$ cat config.mk
export PLATFORM = sky130hd
export DESIGN_NAME = route_sample_validator_top
export DESIGN_NICKNAME = d
export VERILOG_FILES = /design/src/hw/rtl/rsv_pkg.sv /design/src/hw/rtl/rsv_ctrl.sv /design/src/hw/rtl/rsv_datapath.sv /design/src/hw/rtl/route_sample_validator_top.sv
export SDC_FILE = /design/constraint.sdc
export NUM_CORES = 2
export LEC_CHECK = 0
export ABC_AREA = 1
export BUFFER_PORTS_ARGS = -buffer_cell sky130_fd_sc_hd__buf_2
export CAP_MARGIN = 15
export CORE_MARGIN = 8
export CORE_UTILIZATION = 45
export DETAILED_ROUTE_END_ITERATION = 12
export GPL_ROUTABILITY_DRIVEN = 0
export HOLD_SLACK_MARGIN = 0.1
export PLACE_DENSITY_LB_ADDON = 0.25
export SLEW_MARGIN = 20
export SYNTH_ARGS = -nofsm -noshare
export SYNTH_HDL_FRONTEND = slang
export SYNTH_SLANG_ARGS = --single-unit
$ cat constraint.sdc
create_clock -name clk_i -period 13.5 [get_ports clk_i]
set_input_delay 1.35 -clock clk_i [delete_from_list [all_inputs] [get_ports clk_i]]
set_output_delay 1.35 -clock clk_i [all_outputs]
set_load 0.01 [all_outputs]
$ cat src/hw/rtl/rsv_pkg.sv
// Shared types and constants of the route sample validator.
package rsv_pkg;

  // Field widths
  localparam int unsigned PosW   = 40;
  localparam int unsigned TanW   = 20;
  localparam int unsigned SpdW   = 32;
  localparam int unsigned IdxW   = 16;
  localparam int unsigned StatW  = 3;
  localparam int unsigned TolW   = 20;
  localparam int unsigned NtolW  = 16;
  localparam int unsigned CfgIdxW  = 8;
  localparam int unsigned CfgDataW = 20;

  // Arithmetic widths
  localparam int unsigned DeltaW = PosW + 1;
  localparam int unsigned OpW    = 22;
  localparam int unsigned ProdW  = 2 * OpW;
  localparam int unsigned AccW   = 84;
  localparam int unsigned RadW   = 82;
  localparam int unsigned RootW  = RadW / 2;
  localparam int unsigned RemW   = RootW + 3;
  localparam int unsigned StepW  = 5;
  localparam int unsigned IterW  = 6;

  // Multiply sequence: tangent norm and its bounds first, then the
  // segment length square and the two dot products.
  localparam logic [StepW-1:0] StepTanLast = 5'd4;
  localparam logic [StepW-1:0] StepLast    = 5'd25;
  localparam logic [IterW-1:0] SqrtLast    = IterW'(RootW - 1);

  // Result status codes
  localparam logic [StatW-1:0] StatValid    = 3'd0;
  localparam logic [StatW-1:0] StatTooFew   = 3'd1;
  localparam logic [StatW-1:0] StatBad      = 3'd2;
  localparam logic [StatW-1:0] StatTangent  = 3'd3;
  localparam logic [StatW-1:0] StatMono     = 3'd4;
  localparam logic [StatW-1:0] StatStation  = 3'd5;
  localparam logic [StatW-1:0] StatIncoming = 3'd6;
  localparam logic [StatW-1:0] StatTerminal = 3'd7;

  // Configuration register indexes
  localparam logic [CfgIdxW-1:0] CfgStationTol = 8'd0;
  localparam logic [CfgIdxW-1:0] CfgMatchTol   = 8'd1;
  localparam logic [CfgIdxW-1:0] CfgNormTol    = 8'd2;
  localparam logic [CfgIdxW-1:0] CfgStopSpeed  = 8'd3;

  // Configuration reset values
  localparam logic [TolW-1:0]  RstStationTol = 20'd17;
  localparam logic [TolW-1:0]  RstMatchTol   = 20'd1678;
  localparam logic [NtolW-1:0] RstNormTol    = 16'd262;
  localparam logic [NtolW-1:0] RstStopSpeed  = 16'd0;

  localparam logic [IdxW-1:0] IdxCap = 16'hFFFF;
  localparam logic [OpW-1:0]  TanOne = 22'(1 << 18);

  // Commands from the controller to the datapath
  typedef struct packed {
    logic             in_ready;
    logic             eval;
    logic             mul_en;
    logic [StepW-1:0] step;
    logic             sqrt_init;
    logic             sqrt_step;
    logic             commit;
  } cmd_t;

  // Status from the datapath to the controller
  typedef struct packed {
    logic too_few;
    logic latched;
    logic idx_zero;
    logic out_free;
  } sts_t;

endpackage

$ cat src/hw/rtl/rsv_ctrl.sv
// Sequencing controller of the route sample validator.
module rsv_ctrl (
  input  logic          clk_i,
  input  logic          rst_ni,
  input  logic          in_valid_i,
  input  rsv_pkg::sts_t sts_i,
  output rsv_pkg::cmd_t cmd_o
);

  typedef enum logic [2:0] {
    Idle, Eval, Mul, Drain, SqrtInit, Sqrt, Decide
  } state_e;

  state_e                        state_q;
  logic [rsv_pkg::StepW-1:0]     step_q;
  logic [rsv_pkg::IterW-1:0]     iter_q;

  // State, step and iteration counters
  always_ff @(posedge clk_i or negedge rst_ni) begin
    if (!rst_ni) begin
      state_q <= Idle;
      step_q  <= '0;
      iter_q  <= '0;
    end else begin
      case (state_q)
        Idle: begin
          if (in_valid_i) state_q <= Eval;
        end
        Eval: begin
          step_q <= '0;
          if (sts_i.too_few || sts_i.latched) state_q <= Decide;
          else state_q <= Mul;
        end
        Mul: begin
          if ((sts_i.idx_zero && step_q == rsv_pkg::StepTanLast) ||
              step_q == rsv_pkg::StepLast) begin
            state_q <= Drain;
          end else begin
            step_q <= step_q + 1'b1;
          end
        end
        Drain: begin
          if (sts_i.idx_zero) state_q <= Decide;
          else state_q <= SqrtInit;
        end
        SqrtInit: begin
          iter_q  <= '0;
          state_q <= Sqrt;
        end
        Sqrt: begin
          if (iter_q == rsv_pkg::SqrtLast) state_q <= Decide;
          else iter_q <= iter_q + 1'b1;
        end
        Decide: begin
          if (sts_i.out_free) state_q <= Idle;
        end
        default: state_q <= Idle;
      endcase
    end
  end

  // Command decode
  always_comb begin
    cmd_o           = '0;
    cmd_o.step      = step_q;
    cmd_o.in_ready  = (state_q == Idle);
    cmd_o.eval      = (state_q == Eval);
    cmd_o.mul_en    = (state_q == Mul);
    cmd_o.sqrt_init = (state_q == SqrtInit);
    cmd_o.sqrt_step = (state_q == Sqrt);
    cmd_o.commit    = (state_q == Decide) && sts_i.out_free;
  end

endmodule

$ cat src/hw/rtl/rsv_datapath.sv
// Datapath of the route sample validator: sample registers, shared
// multiplier with accumulators, square root unit, checks and result register.
module rsv_datapath (
  input  logic                           clk_i,
  input  logic                           rst_ni,
  input  rsv_pkg::cmd_t                  cmd_i,
  output rsv_pkg::sts_t                  sts_o,
  input  logic                           in_valid_i,
  input  logic signed [rsv_pkg::PosW-1:0] pos_x_i,
  input  logic signed [rsv_pkg::PosW-1:0] pos_y_i,
  input  logic signed [rsv_pkg::PosW-1:0] pos_z_i,
  input  logic signed [rsv_pkg::TanW-1:0] tan_x_i,
  input  logic signed [rsv_pkg::TanW-1:0] tan_y_i,
  input  logic signed [rsv_pkg::TanW-1:0] tan_z_i,
  input  logic signed [rsv_pkg::PosW-1:0] station_i,
  input  logic signed [rsv_pkg::SpdW-1:0] speed_i,
  input  logic                           stop_and_turn_i,
  input  logic                           not_finite_i,
  input  logic                           first_sample_i,
  input  logic                           last_sample_i,
  input  logic                           cfg_valid_i,
  input  logic [rsv_pkg::CfgIdxW-1:0]    cfg_index_i,
  input  logic [rsv_pkg::CfgDataW-1:0]   cfg_data_i,
  output logic                           out_valid_o,
  input  logic                           out_ready_i,
  output logic [rsv_pkg::StatW-1:0]      res_status_o,
  output logic [rsv_pkg::IdxW-1:0]       res_index_o
);

  typedef enum logic [2:0] {
    GrpTan, GrpLob, GrpHib, GrpSeg, GrpDin, GrpDterm
  } grp_e;

  // Configuration registers
  logic [rsv_pkg::TolW-1:0]  station_tol_q, match_tol_q;
  logic [rsv_pkg::NtolW-1:0] norm_tol_q, stop_speed_q;

  always_ff @(posedge clk_i or negedge rst_ni) begin
    if (!rst_ni) begin
      station_tol_q <= rsv_pkg::RstStationTol;
      match_tol_q   <= rsv_pkg::RstMatchTol;
      norm_tol_q    <= rsv_pkg::RstNormTol;
      stop_speed_q  <= rsv_pkg::RstStopSpeed;
    end else if (cfg_valid_i) begin
      case (cfg_index_i)
        rsv_pkg::CfgStationTol: station_tol_q <= cfg_data_i;
        rsv_pkg::CfgMatchTol:   match_tol_q   <= cfg_data_i;
        rsv_pkg::CfgNormTol:    norm_tol_q    <= cfg_data_i[rsv_pkg::NtolW-1:0];
        rsv_pkg::CfgStopSpeed:  stop_speed_q  <= cfg_data_i[rsv_pkg::NtolW-1:0];
        default: ;
      endcase
    end
  end

  // Sample registers, captured on an input transaction
  logic signed [rsv_pkg::PosW-1:0] pos_q [3];
  logic signed [rsv_pkg::TanW-1:0] tan_q [3];
  logic signed [rsv_pkg::PosW-1:0] sta_q;
  logic signed [rsv_pkg::SpdW-1:0] spd_q;
  logic                            stop_q, nonfin_q, last_q;
  logic [rsv_pkg::IdxW-1:0]        idx_q;

  // Route state
  logic signed [rsv_pkg::PosW-1:0] prev_pos_q [3];
  logic signed [rsv_pkg::TanW-1:0] prev_tan_q [3];
  logic signed [rsv_pkg::PosW-1:0] prev_sta_q;
  logic [rsv_pkg::IdxW-1:0]        count_q;
  logic                            latched_q;
  logic [rsv_pkg::StatW-1:0]       lstat_q;
  logic [rsv_pkg::IdxW-1:0]        lidx_q;

  // Output register
  logic                            out_valid_q;
  logic [rsv_pkg::StatW-1:0]       out_stat_q;
  logic [rsv_pkg::IdxW-1:0]        out_idx_q;

  logic in_accept;
  logic [rsv_pkg::IdxW-1:0] idx_new;
  logic too_few;

  assign in_accept = in_valid_i && cmd_i.in_ready;
  assign idx_new   = first_sample_i ? '0 : count_q;
  assign too_few   = last_q && (idx_q == '0);

  always_ff @(posedge clk_i) begin
    if (in_accept) begin
      pos_q[0] <= pos_x_i;
      pos_q[1] <= pos_y_i;
      pos_q[2] <= pos_z_i;
      tan_q[0] <= tan_x_i;
      tan_q[1] <= tan_y_i;
      tan_q[2] <= tan_z_i;
      sta_q    <= station_i;
      spd_q    <= speed_i;
      stop_q   <= stop_and_turn_i;
      nonfin_q <= not_finite_i;
      last_q   <= last_sample_i;
      idx_q    <= idx_new;
    end
  end

  // Position deltas against the previous sample
  logic signed [rsv_pkg::DeltaW-1:0] d_q [3];

  always_ff @(posedge clk_i) begin
    if (cmd_i.eval) begin
      for (int c = 0; c < 3; c++) begin
        d_q[c] <= rsv_pkg::DeltaW'(pos_q[c]) - rsv_pkg::DeltaW'(prev_pos_q[c]);
      end
    end
  end

  // Decode of the multiply step into group, axis and part
  grp_e     grp;
  logic [1:0] axis, part;
  logic       first_op;
  logic [rsv_pkg::StepW-1:0] t;

  always_comb begin
    grp      = GrpTan;
    axis     = '0;
    part     = '0;
    first_op = 1'b0;
    t        = '0;
    if (cmd_i.step < 5'd3) begin
      grp      = GrpTan;
      axis     = cmd_i.step[1:0];
      first_op = (cmd_i.step == '0);
    end else if (cmd_i.step == 5'd3) begin
      grp      = GrpLob;
      first_op = 1'b1;
    end else if (cmd_i.step == 5'd4) begin
      grp      = GrpHib;
      first_op = 1'b1;
    end else if (cmd_i.step < 5'd14) begin
      grp      = GrpSeg;
      t        = cmd_i.step - 5'd5;
      if (t >= 5'd6) begin
        axis = 2'd2;
        part = 2'(t - 5'd6);
      end else if (t >= 5'd3) begin
        axis = 2'd1;
        part = 2'(t - 5'd3);
      end else begin
        axis = 2'd0;
        part = t[1:0];
      end
      first_op = (t == '0);
    end else if (cmd_i.step < 5'd20) begin
      grp      = GrpDin;
      t        = cmd_i.step - 5'd14;
      axis     = t[2:1];
      part     = {1'b0, t[0]};
      first_op = (t == '0);
    end else begin
      grp      = GrpDterm;
      t        = cmd_i.step - 5'd20;
      axis     = t[2:1];
      part     = {1'b0, t[0]};
      first_op = (t == '0);
    end
  end

  // Operand selection for the shared multiplier
  logic signed [rsv_pkg::TanW-1:0]   tan_sel, ptan_sel;
  logic signed [rsv_pkg::DeltaW-1:0] d_sel;
  logic signed [rsv_pkg::OpW-1:0]    dl_op, dh_op, op_a, op_b;
  logic [5:0]                        shift;

  always_comb begin
    case (axis)
      2'd1: begin
        tan_sel  = tan_q[1];
        ptan_sel = prev_tan_q[1];
        d_sel    = d_q[1];
      end
      2'd2: begin
        tan_sel  = tan_q[2];
        ptan_sel = prev_tan_q[2];
        d_sel    = d_q[2];
      end
      default: begin
        tan_sel  = tan_q[0];
        ptan_sel = prev_tan_q[0];
        d_sel    = d_q[0];
      end
    endcase
  end

  // The low half is unsigned and the high half carries the sign of the delta.
  assign dl_op = $signed({1'b0, d_sel[20:0]});
  assign dh_op = rsv_pkg::OpW'($signed(d_sel[rsv_pkg::DeltaW-1:21]));

  always_comb begin
    op_a  = '0;
    op_b  = '0;
    shift = 6'd0;
    case (grp)
      GrpTan: begin
        op_a = rsv_pkg::OpW'(tan_sel);
        op_b = rsv_pkg::OpW'(tan_sel);
      end
      GrpLob: begin
        op_a = rsv_pkg::TanOne - rsv_pkg::OpW'(norm_tol_q);
        op_b = rsv_pkg::TanOne - rsv_pkg::OpW'(norm_tol_q);
      end
      GrpHib: begin
        op_a = rsv_pkg::TanOne + rsv_pkg::OpW'(norm_tol_q);
        op_b = rsv_pkg::TanOne + rsv_pkg::OpW'(norm_tol_q);
      end
      GrpSeg: begin
        case (part)
          2'd0: begin
            op_a = dl_op;
            op_b = dl_op;
          end
          2'd1: begin
            op_a  = dh_op;
            op_b  = dl_op;
            shift = 6'd22;
          end
          default: begin
            op_a  = dh_op;
            op_b  = dh_op;
            shift = 6'd42;
          end
        endcase
      end
      GrpDin: begin
        op_a  = rsv_pkg::OpW'(ptan_sel);
        op_b  = part[0] ? dh_op : dl_op;
        shift = part[0] ? 6'd21 : 6'd0;
      end
      GrpDterm: begin
        op_a  = rsv_pkg::OpW'(tan_sel);
        op_b  = part[0] ? dh_op : dl_op;
        shift = part[0] ? 6'd21 : 6'd0;
      end
      default: ;
    endcase
  end

  // Multiplier stage
  logic signed [rsv_pkg::ProdW-1:0] prod_q;
  logic [5:0]                       shift_q;
  grp_e                             dest_q;
  logic                             first_q, pvalid_q;

  always_ff @(posedge clk_i or negedge rst_ni) begin
    if (!rst_ni) begin
      pvalid_q <= 1'b0;
    end else begin
      pvalid_q <= cmd_i.mul_en;
    end
  end

  always_ff @(posedge clk_i) begin
    if (cmd_i.mul_en) begin
      prod_q  <= op_a * op_b;
      shift_q <= shift;
      dest_q  <= grp;
      first_q <= first_op;
    end
  end

  // Accumulate stage: one adder shared by all sums
  logic signed [rsv_pkg::AccW-1:0] n2_q, lob_q, hib_q, s_q, din_q, dterm_q;
  logic signed [rsv_pkg::AccW-1:0] acc_base, acc_sum;

  always_comb begin
    case (dest_q)
      GrpTan:   acc_base = n2_q;
      GrpLob:   acc_base = lob_q;
      GrpHib:   acc_base = hib_q;
      GrpSeg:   acc_base = s_q;
      GrpDin:   acc_base = din_q;
      GrpDterm: acc_base = dterm_q;
      default:  acc_base = '0;
    endcase
    if (first_q) acc_base = '0;
    acc_sum = acc_base + (rsv_pkg::AccW'(prod_q) <<< shift_q);
  end

  always_ff @(posedge clk_i) begin
    if (pvalid_q) begin
      case (dest_q)
        GrpTan:   n2_q    <= acc_sum;
        GrpLob:   lob_q   <= acc_sum;
        GrpHib:   hib_q   <= acc_sum;
        GrpSeg:   s_q     <= acc_sum;
        GrpDin:   din_q   <= acc_sum;
        GrpDterm: dterm_q <= acc_sum;
        default: ;
      endcase
    end
  end

  // Square root unit: two radicand bits per cycle
  logic [rsv_pkg::RadW-1:0]  rad_q;
  logic [rsv_pkg::RemW-1:0]  rem_q, rem_t, trial;
  logic [rsv_pkg::RootW-1:0] root_q;

  assign rem_t = {rem_q[rsv_pkg::RemW-3:0], rad_q[rsv_pkg::RadW-1 -: 2]};
  assign trial = rsv_pkg::RemW'({root_q, 2'b01});

  always_ff @(posedge clk_i) begin
    if (cmd_i.sqrt_init) begin
      rad_q  <= s_q[rsv_pkg::RadW-1:0];
      rem_q  <= '0;
      root_q <= '0;
    end else if (cmd_i.sqrt_step) begin
      rad_q <= {rad_q[rsv_pkg::RadW-3:0], 2'b00};
      if (rem_t >= trial) begin
        rem_q  <= rem_t - trial;
        root_q <= {root_q[rsv_pkg::RootW-2:0], 1'b1};
      end else begin
        rem_q  <= rem_t;
        root_q <= {root_q[rsv_pkg::RootW-2:0], 1'b0};
      end
    end
  end

  // Checks in priority order
  logic signed [rsv_pkg::DeltaW-1:0] sdelta;
  logic signed [rsv_pkg::DeltaW+1:0] diff;
  logic [rsv_pkg::DeltaW+1:0]        diff_mag;
  logic bad, tan_bad, len_bad;
  logic [rsv_pkg::StatW-1:0] st;

  always_comb begin
    sdelta   = rsv_pkg::DeltaW'(sta_q) - rsv_pkg::DeltaW'(prev_sta_q);
    diff     = (rsv_pkg::DeltaW+2)'(sdelta) - $signed({2'b00, root_q});
    diff_mag = diff[rsv_pkg::DeltaW+1] ? (rsv_pkg::DeltaW+2)'(-diff)
                                       : (rsv_pkg::DeltaW+2)'(diff);
    bad      = nonfin_q || sta_q[rsv_pkg::PosW-1] || spd_q[rsv_pkg::SpdW-1] ||
               (stop_q && (spd_q[rsv_pkg::SpdW-2:0] >
                           (rsv_pkg::SpdW-1)'(stop_speed_q)));
    tan_bad  = (n2_q[40:0] < lob_q[40:0]) || (n2_q[40:0] > hib_q[40:0]);
    len_bad  = (root_q <= rsv_pkg::RootW'(station_tol_q)) ||
               (diff_mag > (rsv_pkg::DeltaW+2)'(match_tol_q));
    if (bad) begin
      st = rsv_pkg::StatBad;
    end else if (tan_bad) begin
      st = rsv_pkg::StatTangent;
    end else if (idx_q == '0) begin
      st = (sta_q[rsv_pkg::PosW-2:0] > (rsv_pkg::PosW-1)'(station_tol_q)) ?
           rsv_pkg::StatStation : rsv_pkg::StatValid;
    end else if (sta_q <= prev_sta_q) begin
      st = rsv_pkg::StatMono;
    end else if (len_bad) begin
      st = rsv_pkg::StatStation;
    end else if (din_q[rsv_pkg::AccW-1] || din_q == '0) begin
      st = rsv_pkg::StatIncoming;
    end else if (last_q && (dterm_q[rsv_pkg::AccW-1] || dterm_q == '0)) begin
      st = rsv_pkg::StatTerminal;
    end else begin
      st = rsv_pkg::StatValid;
    end
  end

  // Route state update and result capture
  logic fail;
  logic latched_n;
  logic [rsv_pkg::StatW-1:0] lstat_n;
  logic [rsv_pkg::IdxW-1:0]  lidx_n;

  always_comb begin
    fail      = !latched_q && !too_few && (st != rsv_pkg::StatValid);
    latched_n = latched_q || fail;
    lstat_n   = fail ? st : lstat_q;
    lidx_n    = fail ? idx_q : lidx_q;
  end

  always_ff @(posedge clk_i or negedge rst_ni) begin
    if (!rst_ni) begin
      count_q     <= '0;
      latched_q   <= 1'b0;
      lstat_q     <= '0;
      lidx_q      <= '0;
      out_valid_q <= 1'b0;
      prev_sta_q  <= '0;
      for (int c = 0; c < 3; c++) begin
        prev_pos_q[c] <= '0;
        prev_tan_q[c] <= '0;
      end
    end else begin
      // A new result replaces one that leaves in the same cycle.
      if (cmd_i.commit && last_q) begin
        out_valid_q <= 1'b1;
      end else if (out_valid_q && out_ready_i) begin
        out_valid_q <= 1'b0;
      end
      if (in_accept && (idx_new == '0)) begin
        latched_q <= 1'b0;
        lstat_q   <= '0;
        lidx_q    <= '0;
      end
      if (cmd_i.commit) begin
        if (!too_few) begin
          prev_sta_q <= sta_q;
          for (int c = 0; c < 3; c++) begin
            prev_pos_q[c] <= pos_q[c];
            prev_tan_q[c] <= tan_q[c];
          end
        end
        if (last_q) begin
          count_q     <= '0;
          latched_q   <= 1'b0;
          lstat_q     <= '0;
          lidx_q      <= '0;
        end else begin
          count_q   <= (idx_q < rsv_pkg::IdxCap) ? idx_q + 1'b1 : rsv_pkg::IdxCap;
          latched_q <= latched_n;
          lstat_q   <= lstat_n;
          lidx_q    <= lidx_n;
        end
      end
    end
  end

  always_ff @(posedge clk_i) begin
    if (cmd_i.commit && last_q) begin
      if (too_few) begin
        out_stat_q <= rsv_pkg::StatTooFew;
        out_idx_q  <= rsv_pkg::IdxW'(1);
      end else if (latched_n) begin
        out_stat_q <= lstat_n;
        out_idx_q  <= lidx_n;
      end else begin
        out_stat_q <= rsv_pkg::StatValid;
        out_idx_q  <= idx_q;
      end
    end
  end

  // Status to the controller and output ports
  always_comb begin
    sts_o.too_few  = too_few;
    sts_o.latched  = latched_q;
    sts_o.idx_zero = (idx_q == '0);
    sts_o.out_free = !out_valid_q || out_ready_i;
  end

  assign out_valid_o  = out_valid_q;
  assign res_status_o = out_stat_q;
  assign res_index_o  = out_idx_q;

endmodule

$ cat src/hw/rtl/route_sample_validator_top.sv
// Top level of the route sample validator.
//
// Route samples arrive one per transaction on the input channel (valid and
// ready). Each sample is checked for sanity, tangent length, rising station,
// agreement of station with the segment length and tangent direction. The
// first failure of a route and its sample index are held; one result
// transaction leaves on the output channel at the sample marked last.
// A fully checked sample runs 26 steps of the shared 22x22 multiplier and
// 41 steps of the two-bit-per-cycle square root before its commit. A first
// sample runs only the tangent steps, and a sample after a failure or a lone
// last sample goes from evaluation straight to commit. One sample is in
// flight at a time: a new sample is accepted only once the last one commits.
// A finished result waits in the output register; the next sample is
// accepted while it waits, but that sample holds in its commit step until
// the receiver takes the earlier result.
// Configuration transactions are always accepted and are meant to be made
// while the block is idle. Reset clears the route state and restores the
// register defaults.
module route_sample_validator_top (
  input  logic                            clk_i,
  input  logic                            rst_ni,
  input  logic                            in_valid_i,
  output logic                            in_ready_o,
  input  logic signed [rsv_pkg::PosW-1:0] pos_x_i,
  input  logic signed [rsv_pkg::PosW-1:0] pos_y_i,
  input  logic signed [rsv_pkg::PosW-1:0] pos_z_i,
  input  logic signed [rsv_pkg::TanW-1:0] tan_x_i,
  input  logic signed [rsv_pkg::TanW-1:0] tan_y_i,
  input  logic signed [rsv_pkg::TanW-1:0] tan_z_i,
  input  logic signed [rsv_pkg::PosW-1:0] station_i,
  input  logic signed [rsv_pkg::SpdW-1:0] speed_i,
  input  logic                            stop_and_turn_i,
  input  logic                            not_finite_i,
  input  logic                            first_sample_i,
  input  logic                            last_sample_i,
  output logic                            out_valid_o,
  input  logic                            out_ready_i,
  output logic [rsv_pkg::StatW-1:0]       status_o,
  output logic [rsv_pkg::IdxW-1:0]        sample_index_o,
  input  logic                            cfg_valid_i,
  output logic                            cfg_ready_o,
  input  logic [rsv_pkg::CfgIdxW-1:0]     cfg_index_i,
  input  logic [rsv_pkg::CfgDataW-1:0]    cfg_data_i
);

  rsv_pkg::cmd_t cmd;
  rsv_pkg::sts_t sts;

  assign cfg_ready_o = 1'b1;
  assign in_ready_o  = cmd.in_ready;

  // Sequencer
  rsv_ctrl u_ctrl (
    .clk_i      (clk_i),
    .rst_ni     (rst_ni),
    .in_valid_i (in_valid_i),
    .sts_i      (sts),
    .cmd_o      (cmd)
  );

  // Arithmetic and route state
  rsv_datapath u_datapath (
    .clk_i           (clk_i),
    .rst_ni          (rst_ni),
    .cmd_i           (cmd),
    .sts_o           (sts),
    .in_valid_i      (in_valid_i),
    .pos_x_i         (pos_x_i),
    .pos_y_i         (pos_y_i),
    .pos_z_i         (pos_z_i),
    .tan_x_i         (tan_x_i),
    .tan_y_i         (tan_y_i),
    .tan_z_i         (tan_z_i),
    .station_i       (station_i),
    .speed_i         (speed_i),
    .stop_and_turn_i (stop_and_turn_i),
    .not_finite_i    (not_finite_i),
    .first_sample_i  (first_sample_i),
    .last_sample_i   (last_sample_i),
    .cfg_valid_i     (cfg_valid_i),
    .cfg_index_i     (cfg_index_i),
    .cfg_data_i      (cfg_data_i),
    .out_valid_o     (out_valid_o),
    .out_ready_i     (out_ready_i),
    .res_status_o    (status_o),
    .res_index_o     (sample_index_o)
  );

endmodule

==> qor.txt <==
HPWL after detailed placement -> 248500 µm
endpoints failing setup -> 0
area delta synth->final -> 10.29%
Total GRT Usage -> 25.81%
Async SR Flop Fraction -> 23.27%
Primary FF master, synth -> edfxtp_1
synthesized area -> 101500 µm²
Critical Path Source Type -> register
TritonCTS Buffers -> 163
Ys Warns -> 0
crit path DAT -> 12.71 ns
Post-CTS Repair Setup Buffers -> 0
initial antenna violation count -> 17
post-synthesis sequential area ratio -> 41.23%
Routed Antenna Nets -> 0
Final Cycle Share -> 90.07%
Root Driver -> clkbuf_16
max incr delay on CP -> 0.71 ns
Area after DPL -> 106400 µm²
Bufs on Longest Clock Path -> 3
clock sinks -> 1478
Mapped Avg Cell Area -> 8.836 µm²
slowest cell on the critical path -> nor2_1
count of port buffers added during placement -> 309
WP data required -> 14.05 ns
final hold violations -> 0
CP Class -> reg -> reg
CTS tree -> built
setup TNS -> 0 ns
clock-pin slew of the registers on the worst-case setup and hold paths -> 0.06 ns
post-synthesis adder-cell area fraction -> 18.68%
Post-Synthesis Cells -> 11490
post-synthesis simple-gate area fraction -> 15.03%
dpl cells -> 14530
Iteration-0 DRC Markers -> 9193
row count -> 174
WL per Instance -> 21.76 µm
Synth Area in Compound Gates -> 12.67%
DRC viols -> 0
EDFF count, synth -> 1051
worst hold path type -> reg -> reg
hold_buf cts -> 0
proportion of synthesized area in mux cells -> 0.3095%
IO Pins -> 311
synth unique cells -> 74
chip width -> 490.9 µm
#FFs+latches synth -> 1478
Resize count post-CTS -> 0
Max Cap Viol -> 0
htree depth -> 4
final layout net count -> 13180
commonest non-fill, non-tap cell in the layout -> nand2_1
clk_skew -> 0.04806 ns
largest net degree at the start of global routing -> 231
DR pass1 iterations -> 9
worst-margin pin slew -> 1.271 ns
drt total wl -> 322700 µm
commonest cells after routing, fill and taps aside -> nand2_1, inv_1, edfxtp_1, nor2_1, a21oi_1
relative slew slack -> 14.46%
Design Area, Final -> 111900 µm²
Vias -> 82740
Core ar. -> 224500 µm²
vias in the first global route -> 81810
Mapped Nets -> 12960
post-synthesis xor/xnor area fraction -> 2.788%
final slew viol count -> 0
Most common cell on crit path -> inv_1
worst hold slack -> 0.4714 ns
Max Freq -> 0.08224 GHz
largest family of logic cells by synthesized area -> adder cells
Clock Latency Late Sink -> 0.85 ns
fraction of layout cells with a size suffix above 1 -> 6.724%
Die ar. -> 241000 µm²
outcome -> finished clean
first-pass GRT wire length -> 485800 µm
final non-filler cell total -> 14830
total global routing overflow -> 0
Die Span Y -> 490.9 µm
minimum clock period -> 12.16 ns
Setup crit end kind -> register
crit-path max FO -> 40
RSZ-0062 raised after global routing -> false
vias per cell -> 5.578
Starting Density -> 45.21%
[sequential cells by signal (all words and copies together) (netlist names), 20 cells and up]
name and flops:
u_datapath.din_q 84, u_datapath.tan_q 60, u_datapath.prev_tan_q 60, u_datapath.station_tol_q 20
u_datapath.dterm_q 84, u_datapath.root_q 41, u_datapath.s_q 84, u_datapath.n2_q 84
u_datapath.prev_pos_q 120, u_datapath.prev_sta_q 40, u_datapath.hib_q 84, u_datapath.pos_q 120
u_datapath.d_q 123, u_datapath.rad_q 82, u_datapath.match_tol_q 20, u_datapath.rem_q 42
u_datapath.prod_q 44, u_datapath.lob_q 84, u_datapath.sta_q 40, u_datapath.spd_q 32
[cell usage after synthesis, types with 10 or more instances]
cell type / count / share of area, %
nand4_1: 94 / 0.58
inv_1: 2103 / 7.8
mux2_2: 19 / 0.21
clkbuf_1: 312 / 1.2
dfrtp_1: 333 / 8.2
dfstp_2: 11 / 0.28
buf_1: 32 / 0.12
buf_2: 12 / 0.059
o21a_1: 34 / 0.25
o221ai_1: 39 / 0.34
o21bai_1: 29 / 0.21
a221oi_1: 19 / 0.16
a31oi_1: 119 / 0.73
nor3_1: 77 / 0.38
o21ai_0: 726 / 3.6
a21o_1: 23 / 0.17
a211oi_1: 43 / 0.32
nand3_1: 312 / 1.5
or2_2: 10 / 0.062
o211ai_1: 43 / 0.32
a311oi_1: 25 / 0.22
inv_2: 18 / 0.067
xnor2_1: 120 / 1.0
mux2i_1: 10 / 0.099
a21boi_0: 30 / 0.22
a221o_1: 44 / 0.43
xor2_1: 203 / 1.8
ha_1: 638 / 7.9
nand3b_1: 21 / 0.16
nand2_2: 11 / 0.068
a21oi_1: 799 / 3.9
nand2_1: 2167 / 8.0
nor2_1: 939 / 3.5
clkinv_1: 17 / 0.063
a2111oi_0: 21 / 0.18
edfxtp_1: 1051 / 31
fa_1: 548 / 11
a41oi_1: 15 / 0.13
o22ai_1: 166 / 1.0
nor4_1: 64 / 0.39
dfxtp_1: 83 / 1.6
[worst paths after layout]
check | from | end | slack, ns | depth (start not counted)
min in group asynchronous | rst_ni | u_datapath.prev_pos_q[19] | 0.51 | 1
max in group asynchronous | rst_ni | u_ctrl.state_q[0] | 11.51 | 2
setup / recovery | u_ctrl.step_q[1] | u_datapath.prod_q[43] | 1.34 | 47
hold / removal | u_datapath.rem_q[40] | u_datapath.rem_q[40] | 0.47 | 2
hold reg to reg | u_datapath.rem_q[40] | u_datapath.rem_q[40] | 0.47 | 2
setup reg to reg | u_ctrl.step_q[1] | u_datapath.prod_q[43] | 1.34 | 47
[layout make-up]
type | instances | area (µm²)
Tap cell | 2992 | 3744
Clock inverter | 94 | 1160
Multi-Input combinational cell | 7507 | 50390
Clock buffer | 206 | 4362
Antenna cell | 3 | 7.507
Fill cell | 20950 | 112500
Sequential cell | 1478 | 41840
Inverter | 2138 | 8028
Timing Repair Buffer | 415 | 2390
[per-stage QoR]
stage	util [%]	setup slack (ns)
4_1_cts	49.86	1.638
6_report	49.86	1.340
2_1_floorplan	-	3.116
3_3_place_gp	47.40	1.866
3_5_place_dp	47.40	1.685
5_1_grt	49.86	0.6584
[worst max-delay path: cells and delay by family (launching register included)]
kind                     cells  cell delay [ns]
adder cells (fa/ha/maj)     10             3.71
XOR/XNOR                     1             0.08
flip-flops                   1             0.53
buffers and inverters       10             1.85
AND/OR/NAND/NOR              8             1.60
AO/OA/AOI/OAI               18             4.05
[layer usage]
metal | track usage, % | up-vias | routed length (µm)
li1 | - | 38260 | -
met1 | 34.02 | 39720 | 132300
met2 | 40.45 | 3841 | 141900
met3 | 5.203 | 908 | 28310
met4 | 13.26 | 10 | 20090
met5 | 0 | - | 59
[cell families after synthesis]
kind of cell               count (synthesis)
and+or+nand+nor                         3740
buffers and inverters                   2500
muxes                                     29
xor gates and xnor gates                 323
DFF                                     1478
AOI/OAI and AO/OA                       2228
other                                      1
adders and majority gates               1186
Power is left out: the tool's default activity adds up to more than one toggle a clock period on the data nets, which glitch-free logic cannot reach.
